===== src/rtl/sfdp_pkg.sv =====
`default_nettype none

package sfdp_pkg;

	// Field widths at the ports
	localparam int WEIGHT_W = 16;
	localparam int SAMPLE_W = 16;
	localparam int OUT_W    = 32;

	// Operand and accumulator formats (WEIGHT_WIDTH <= WEIGHT_W, DATA_WIDTH <= SAMPLE_W)
	localparam int WEIGHT_WIDTH = 16;
	localparam int WEIGHT_FRAC  = 12;
	localparam int DATA_WIDTH   = 16;
	localparam int DATA_FRAC    = 8;
	localparam int ACC_WIDTH    = 32;
	localparam int ACC_FRAC     = 16;

	// Derived widths and alignment
	localparam int PROD_W = WEIGHT_WIDTH + DATA_WIDTH;
	localparam int SHIFT  = WEIGHT_FRAC + DATA_FRAC - ACC_FRAC;
	localparam int POS_SH = (SHIFT > 0) ? SHIFT : 0;
	localparam int NEG_SH = (SHIFT < 0) ? -SHIFT : 0;
	localparam int TOT_W  = ((ACC_WIDTH + POS_SH > PROD_W + NEG_SH) ?
		(ACC_WIDTH + POS_SH) : (PROD_W + NEG_SH)) + 1;
	localparam int EXT_W  = (ACC_WIDTH > OUT_W) ? ACC_WIDTH : OUT_W;

	typedef logic signed [WEIGHT_W-1:0] weight_t;
	typedef logic signed [SAMPLE_W-1:0] sample_t;
	typedef logic signed [OUT_W-1:0]    sum_t;
	typedef logic signed [PROD_W-1:0]   prod_t;
	typedef logic signed [ACC_WIDTH-1:0] acc_t;

	// Operand stage contents
	typedef struct packed {
		weight_t weight;
		sample_t sample;
		logic    last;
	} pair_t;

	// Product stage contents
	typedef struct packed {
		prod_t prod;
		logic  last;
	} prod_stage_t;

endpackage

`default_nettype wire


===== src/rtl/sfdp_if.sv =====
`default_nettype none

// Operand pair channel
interface sfdp_pair_if;
	import sfdp_pkg::*;

	logic    valid;
	logic    ready;
	weight_t weight;
	sample_t sample;
	logic    last;

	modport source (output valid, output weight, output sample, output last, input ready);
	modport sink   (input valid, input weight, input sample, input last, output ready);
endinterface

// Dot product result channel
interface sfdp_sum_if;
	import sfdp_pkg::*;

	logic valid;
	logic ready;
	sum_t dot_sum;

	modport source (output valid, output dot_sum, input ready);
	modport sink   (input valid, input dot_sum, output ready);
endinterface

`default_nettype wire


===== src/rtl/saturating_fixed_point_dot_product_core.sv =====
// Saturating fixed-point multiply-accumulate for one element of a matrix product.
// pair_in carries a signed weight, a signed sample and a last flag; a pair
// transfers when valid and ready are both high. Each pair's exact product is
// added to the accumulator, rounded half-to-even to the accumulator's fraction
// bits and saturated. On a pair flagged last, sum_out presents the sum as
// dot_sum and the accumulator returns to zero; other pairs give no result.
// Throughput: one pair per cycle while no last pair waits on a stalled sum_out.
// A last pair passes the operand register, then the product register, then is
// accumulated into the result register. The accumulate step is a loop of add,
// round and clamp on the product, closed through the accumulator register.
// When sum_out stalls, pairs that are not last keep flowing into the
// accumulator; a last pair waits in the product stage until the result
// register frees, and the stages behind it fill before pair_in.ready drops.
// Reset (arst_n low) empties all stages, drops sum_out.valid and clears the
// accumulator; pair_in.ready is high straight after reset.
`default_nettype none

module saturating_fixed_point_dot_product_core (
	input  wire logic  clk,
	input  wire logic  arst_n,
	sfdp_pair_if.sink  pair_in,
	sfdp_sum_if.source sum_out
);
	import sfdp_pkg::*;

	pair_t       op_s1;
	logic        op_valid_s1;
	prod_stage_t pr_s2;
	logic        pr_valid_s2;
	acc_t        acc_q;
	sum_t        sum_q;
	logic        sum_valid_q;

	logic        consume;
	logic        ready_s2;
	logic        ready_s1;
	acc_t        acc_next;
	logic signed [EXT_W-1:0] acc_ext;

	// Stage enables: only a last pair needs the result register free
	assign consume  = pr_valid_s2 && (!pr_s2.last || !sum_valid_q || sum_out.ready);
	assign ready_s2 = !pr_valid_s2 || consume;
	assign ready_s1 = !op_valid_s1 || ready_s2;
	assign pair_in.ready = ready_s1;

	// Operand register
	always_ff @(posedge clk or negedge arst_n) begin
		if (!arst_n) begin
			op_valid_s1 <= 1'b0;
		end else if (ready_s1) begin
			op_valid_s1 <= pair_in.valid;
		end
	end

	always_ff @(posedge clk) begin
		if (ready_s1 && pair_in.valid) begin
			op_s1.weight <= pair_in.weight;
			op_s1.sample <= pair_in.sample;
			op_s1.last   <= pair_in.last;
		end
	end

	// Product register: operands taken from their low bits as signed values
	always_ff @(posedge clk or negedge arst_n) begin
		if (!arst_n) begin
			pr_valid_s2 <= 1'b0;
		end else if (ready_s2) begin
			pr_valid_s2 <= op_valid_s1;
		end
	end

	always_ff @(posedge clk) begin
		if (ready_s2 && op_valid_s1) begin
			pr_s2.prod <= PROD_W'(signed'(op_s1.weight[WEIGHT_WIDTH-1:0]))
				* PROD_W'(signed'(op_s1.sample[DATA_WIDTH-1:0]));
			pr_s2.last <= op_s1.last;
		end
	end

	// Align, add, round half-to-even and clamp
	logic signed [TOT_W-1:0] total;
	logic signed [TOT_W-1:0] rnd;
	logic signed [TOT_W-1:0] sat_hi;
	logic signed [TOT_W-1:0] sat_lo;

	assign total = (TOT_W'(acc_q) <<< POS_SH) + (TOT_W'(pr_s2.prod) <<< NEG_SH);
	assign sat_hi = {{(TOT_W - ACC_WIDTH + 1){1'b0}}, {(ACC_WIDTH - 1){1'b1}}};
	assign sat_lo = ~sat_hi;

	generate
		if (POS_SH > 0) begin : g_round
			logic signed [TOT_W-1:0] quo;
			logic [POS_SH-1:0]       rem;
			logic [POS_SH-1:0]       half;
			logic                    inc;

			assign quo  = total >>> POS_SH;
			assign rem  = total[POS_SH-1:0];
			assign half = {1'b1, {(POS_SH - 1){1'b0}}};
			assign inc  = (rem > half) || ((rem == half) && quo[0]);
			assign rnd  = quo + TOT_W'(inc);
		end else begin : g_exact
			assign rnd = total;
		end
	endgenerate

	always_comb begin
		priority if (rnd > sat_hi) begin
			acc_next = sat_hi[ACC_WIDTH-1:0];
		end else if (rnd < sat_lo) begin
			acc_next = sat_lo[ACC_WIDTH-1:0];
		end else begin
			acc_next = rnd[ACC_WIDTH-1:0];
		end
	end

	assign acc_ext = EXT_W'(acc_next);

	// Accumulator: clear after a last pair
	always_ff @(posedge clk or negedge arst_n) begin
		if (!arst_n) begin
			acc_q <= '0;
		end else if (consume) begin
			acc_q <= pr_s2.last ? '0 : acc_next;
		end
	end

	// Result register: load on a last pair, drop on transfer
	always_ff @(posedge clk or negedge arst_n) begin
		if (!arst_n) begin
			sum_valid_q <= 1'b0;
		end else if (consume && pr_s2.last) begin
			sum_valid_q <= 1'b1;
		end else if (sum_out.ready) begin
			sum_valid_q <= 1'b0;
		end
	end

	always_ff @(posedge clk) begin
		if (consume && pr_s2.last) begin
			sum_q <= acc_ext[OUT_W-1:0];
		end
	end

	assign sum_out.valid   = sum_valid_q;
	assign sum_out.dot_sum = sum_q;

endmodule

`default_nettype wire


===== src/flat_wrapper.sv =====
// flat-port wrapper written by rule: the top's interface ports become plain ports
module saturating_fixed_point_dot_product_core_flat import sfdp_pkg::*;
  (clk, arst_n, pair_in_valid, pair_in_weight, pair_in_sample, pair_in_last, pair_in_ready, sum_out_valid, sum_out_dot_sum, sum_out_ready);
  sfdp_pair_if pair_in_i ();
  sfdp_sum_if sum_out_i ();
  input  wire logic clk;
  input  wire logic arst_n;
  input wire logic [$bits(pair_in_i.valid)-1:0] pair_in_valid;
  input wire logic [$bits(pair_in_i.weight)-1:0] pair_in_weight;
  input wire logic [$bits(pair_in_i.sample)-1:0] pair_in_sample;
  input wire logic [$bits(pair_in_i.last)-1:0] pair_in_last;
  output wire logic [$bits(pair_in_i.ready)-1:0] pair_in_ready;
  output wire logic [$bits(sum_out_i.valid)-1:0] sum_out_valid;
  output wire logic [$bits(sum_out_i.dot_sum)-1:0] sum_out_dot_sum;
  input wire logic [$bits(sum_out_i.ready)-1:0] sum_out_ready;
  assign pair_in_i.valid = pair_in_valid;
  assign pair_in_i.weight = pair_in_weight;
  assign pair_in_i.sample = pair_in_sample;
  assign pair_in_i.last = pair_in_last;
  assign pair_in_ready = pair_in_i.ready;
  assign sum_out_valid = sum_out_i.valid;
  assign sum_out_dot_sum = sum_out_i.dot_sum;
  assign sum_out_i.ready = sum_out_ready;
  saturating_fixed_point_dot_product_core u_core (.clk(clk), .arst_n(arst_n), .pair_in(pair_in_i), .sum_out(sum_out_i));
endmodule

===== config.mk =====
export PLATFORM = sky130hd
export DESIGN_NAME = saturating_fixed_point_dot_product_core_flat
export DESIGN_NICKNAME = d
export VERILOG_FILES = /design/src/rtl/sfdp_pkg.sv /design/src/rtl/sfdp_if.sv /design/src/rtl/saturating_fixed_point_dot_product_core.sv /design/src/flat_wrapper.sv
export SDC_FILE = /design/constraint.sdc
export NUM_CORES = 1
export LEC_CHECK = 0
export ABC_AREA = 1
export BUFFER_PORTS_ARGS = -buffer_cell sky130_fd_sc_hd__clkbuf_2
export CAP_MARGIN = 20
export CORE_MARGIN = 5
export CORE_UTILIZATION = 50
export CTS_BUF_LIST = sky130_fd_sc_hd__clkbuf_4 sky130_fd_sc_hd__clkbuf_8 sky130_fd_sc_hd__clkbuf_16
export DETAILED_ROUTE_END_ITERATION = 10
export GPL_ROUTABILITY_DRIVEN = 0
export PLACE_DENSITY = 0.67
export SETUP_SLACK_MARGIN = 0.1
export SYNTH_ARGS = -nofsm -noshare
export SYNTH_HDL_FRONTEND = slang
export SYNTH_SLANG_ARGS = --single-unit

===== constraint.sdc =====
create_clock -name clk -period 8.8 [get_ports clk]
set_clock_uncertainty 0.15 [all_clocks]
set_input_delay 2.64 -clock clk [delete_from_list [all_inputs] [get_ports clk]]
set_output_delay 2.64 -clock clk [all_outputs]
set_load 0.005 [all_outputs]

# After elaboration in Yosys (flattened, before gate mapping)
# Cells that the tools add are included.
totals:
  reg_bits: 133
  out_inout_bits: 34
op_classes:
  addsub: 2
  multipliers: 1
  magnitude_cmp: 3
  eq_ne: 1
  muxes: 5
  n_reduce_logical: 15
op_table:
  columns: ["cell", "count"]
  rows:
  - ["32-bit 2-to-1 mux", 3]
  - ["36-bit by 32-bit adder with 37-bit output", 1]
  - ["37-bit by 32-bit > comparator with 1-bit output, second input constant", 1]
  - ["37-bit by 32-bit less-than comparator with 1-bit output, second input constant", 1]
  - ["33-bit by 2-bit adder with 34-bit output", 1]
  - ["16-bit by 16-bit multiplier with 32-bit output", 1]
  - ["1-bit logical AND", 5]
  - ["1-bit logical OR", 5]
  - ["4-bit equality test, second input constant", 1]
  - ["4-bit > comparator, second input constant", 1]
  - ["1-bit zero test", 4]
  - ["1-bit 2-to-1 mux", 2]
  - ["2-bit nonzero test", 1]

# Longest topological paths before layout
depth:
  depth_word: 9
  mapped_depth: 34
  depth_no_buf: 32

# Least setup slack after synthesis
# OpenSTA, ideal clock, no wires.
synth_path:
  kind: "register to register"
  start: "reg u_core.op_s1[22] in the netlist's numbering"
  end: "reg u_core.pr_s2[30] in the netlist's numbering, data pin"
  setup_ns: 0.265
  arrival_ns: 5.697
  t_required_ns: 8.385
  path_slack_ns: 2.688
  stages_incl_launch_ff: 24
  period_less_slack_ns: 6.112
  path_cell_list: "edfxtp_1 -> clkbuf_1 -> clkbuf_1 -> nand2_1 -> fa_1 -> inv_1 -> fa_1 -> inv_1 -> fa_1 -> inv_1 -> fa_1 -> fa_1 -> inv_1 -> fa_1 -> inv_1 -> ha_1 -> a21oi_1 -> o21ai_0 -> a21o_1 -> a21boi_0 -> o21bai_1 -> a21oi_1 -> o21ai_0 -> xor2_1"
synth_between:
  elab_chain_cells: 1
synth_lines:
  columns: ["item", "line", "source"]
  rows:
  - ["start, declared", "saturating_fixed_point_dot_product_core.sv:26", "pair_t op_s1;"]
  - ["16-bit by 16-bit multiplier with 32-bit output", "saturating_fixed_point_dot_product_core.sv:75", "* PROD_W'(signed'(op_s1.sample[DATA_WIDTH-1:0]));"]
  - ["end, declared", "saturating_fixed_point_dot_product_core.sv:28", "prod_stage_t pr_s2;"]
# Every way passes these cells.
# A chain may end at the register's enable or synchronous reset.

# Worst setup path after layout
layout_path:
  start: "reg u_core.op_s1[8] in the netlist's numbering"
  end: "reg u_core.pr_s2[30] in the netlist's numbering, data pin"
# The elaborated chain is that of the path after synthesis.

==> run metrics <==
outcome=finished, final reports clean; vias=13,907; max-slew violations=0; CP Data Required Time=8.83 ns; achievable frequency=150.7 MHz; chip height=200.7 um; Synth Flop Type=edfxtp_1; Detail Placement HPWL=34,660 um; Pre-antenna DRT Iters=5; met1 Use GR=27.91%; depth of the CTS H-tree=4; Global Route Usage Sum=21.86%; crit path max-delay cell type=edfxtp_1; Crit path max-delay family=adder cells; Min-Delay Path Class=flop to flop; Fill cells=3,378; commonest cells after routing, fill and taps aside=nand2_1 (741), inv_1 (618), fa_1 (263); Yosys top cell by area=fa_1; Die ar.=0.04026 mm^2; post-synth top area share=28.97%; I/O Buffers=70; Syn Nets=2,742; sequential-to-total area share from yosys stat=21.01%; Resize count post-CTS=0; Clock Sinks=133; Die X=200.7 um; Tcrit/Tclk final=75.39%; clk slew on worst S/H paths=0.07 ns; ANT cells=0; Overflow after GRT=0; Finish-stage setup viols=0; Synth Register Bits=133; final hold vios=0; clock tree buffer depth=2; hold_buf cts=0; mapped cell area=0.01817 mm^2; first-pass GRT wire length=71,860 um; sequential cell area=0.003819 mm^2; Final Util=54.55%; Worst EP arrival=6.66 ns; CP Launch Type=flop; worst skew pair latency=0.45 ns; initial antenna violation count=0; drt wl/cell=14.88 um; Distinct cells, synth=40; overall routed net length=42,050 um; root buffer cell=clkbuf_16; share of layout cells above drive strength 1=6.512%; commonest non-fill, non-tap cell in the layout=nand2_1; busiest grt layer=met2; grt met2 use=38.00%; grt met3 use=3.974%; post-synthesis area per instance=7.814 um^2; # IOs=71; fraction of registers with async set/reset=26.32%; Post-route DRC=0; number of buffers created by CTS=17; post-route ant nets=0; synth warn=0; final setup TNS=0 ns; Starting Density=50.85%; worst-path cell chain=nand2_1 -> fa_1 -> inv_1 -> fa_1 -> inv_1 -> fa_1 -> inv_1 -> fa_1 -> fa_1 -> inv_1 -> fa_1 -> inv_1 -> ha_1 -> a21oi_1 -> o21ai_0 -> a21o_1 -> a21boi_0 -> o21bai_1 -> a21oi_1 -> o21ai_0 -> xor2_1; WP buf/inv=5; max_cap viols=0; vias in the first global route=14,845; Vias per Instance=4.921; most used cell along the critical path=fa_1; largest net degree at the start of global routing=36; Final Net Count=2,768; max incr delay on CP=0.83 ns; post-layout minimum cycle time=6.634 ns; CORE AREA=0.03574 mm^2; Worst Path Max Fanout=16; post-CTS setup buffer count=0; CP Capture Type=flop; unrepaired setup endpoints after global routing=no; row cnt=69; synth top area cells=fa_1 (29%), edfxtp_1 (16%), nand2_1 (15%); initial drt markers=772; worst rel slew slack=36.05%; area of the multi-input gates=0.01172 mm^2; Mapped Cells=2,326; Worst-Margin Slew=0.9569 ns; crit path kind=flop to flop; EDFF count, synth=98; CTS tree=built; synth-to-layout area growth=7.276%
[cell type report]
| cell class | instances | share of cell area (%) |
|---|---|---|
| Multi-Input combinational cell | 1498 | 60.13 |
| Sequential cell | 133 | 19.59 |
| Tap cell | 461 | 2.958 |
| Clock inverter | 11 | 0.5583 |
| Clock buffer | 21 | 2.522 |
| Inverter | 626 | 12.05 |
| Timing Repair Buffer | 76 | 2.195 |
[synthesized netlist by cell type (8+ instances only)]
cell and number:
a21oi_1 43, o21ai_0 14, fa_1 263, ha_1 116, xor2_1 44, nor2_1 104
dfrtp_1 35, nand4_1 17, xnor2_1 25, nand2_1 741, inv_1 618, clkbuf_1 62
nor3_1 11, nand3_1 53, edfxtp_1 98, nand2_2 15, nor2_2 8
[worst register-to-register path, cell delays in order, from the launching register on]
cell and delay (ns):
edfxtp_1 0.83, nand2_1 0.15, fa_1 0.53, inv_1 0.06, fa_1 0.50, inv_1 0.05
fa_1 0.47, inv_1 0.05, fa_1 0.50, fa_1 0.54, inv_1 0.05, fa_1 0.53
inv_1 0.04, ha_1 0.34, a21oi_1 0.16, o21ai_0 0.11, a21o_1 0.22, a21boi_0 0.33
o21bai_1 0.17, a21oi_1 0.27, o21ai_0 0.16, xor2_1 0.16
[state kept, by name (all words and copies together) (netlist names)]
name / cells
u_core.pr_s2: 33
u_core.pr_valid_s2: 1
u_core.sum_out.dot_sum: 32
u_core.op_s1: 33
u_core.acc_q: 32
u_core.op_valid_s1: 1
u_core.sum_out.valid: 1
[stage by stage]
stage / setup WS (ns) / area [um^2] / cells / hold slack [ns]
after floorplan: 2.688 / 18170 / 2326 / 0.2503
after global placement: 2.414 / 18850 / 2792 / 0.2603
after detailed placement: 2.287 / 18850 / 2792 / 0.2580
after CTS: 2.266 / 19450 / 2824 / 0.2734
after global routing: 1.853 / 19500 / 2826 / 0.2796
final: 2.166 / 19500 / 2826 / 0.2708
[kinds of logic after synthesis]
family,Yosys count,synth area share [%]
DFF,133,21.01
buffers and inverters,695,14.54
and+or+nand+nor,970,21.44
AOI/OAI and AO/OA,76,2.375
adders and majority gates,379,36.95
xor gates and xnor gates,73,3.683
[layer usage]
metal | share of wire [%] | vias up
li1 | - | 6784
met1 | 43 | 6616
met2 | 48 | 411
met3 | 5.5 | 96
met4 | 2.9 | 0
met5 | 0 | -
[final timing paths]
check                           slack [ns]                            to                       from  depth (start not counted)
worst max-delay path                  2.17    u_core.pr_s2[30]$_DFFE_PP_  u_core.op_s1[8]$_DFFE_PP_                         21
worst min-delay path                  0.27     u_core.pr_s2[0]$_DFFE_PP_  u_core.op_s1[0]$_DFFE_PP_                          0
worst max register to register        2.17    u_core.pr_s2[30]$_DFFE_PP_  u_core.op_s1[8]$_DFFE_PP_                         21
worst min register to register        0.27     u_core.pr_s2[0]$_DFFE_PP_  u_core.op_s1[0]$_DFFE_PP_                          0
max in group asynchronous             6.09   u_core.acc_q[4]$_DFFE_PN0P_                     arst_n                          2
min in group asynchronous             1.94  u_core.acc_q[28]$_DFFE_PN0P_                     arst_n                          1
Power is not shown: default switching activity piles up to over one toggle a cycle in this logic, so the estimate is an artifact.
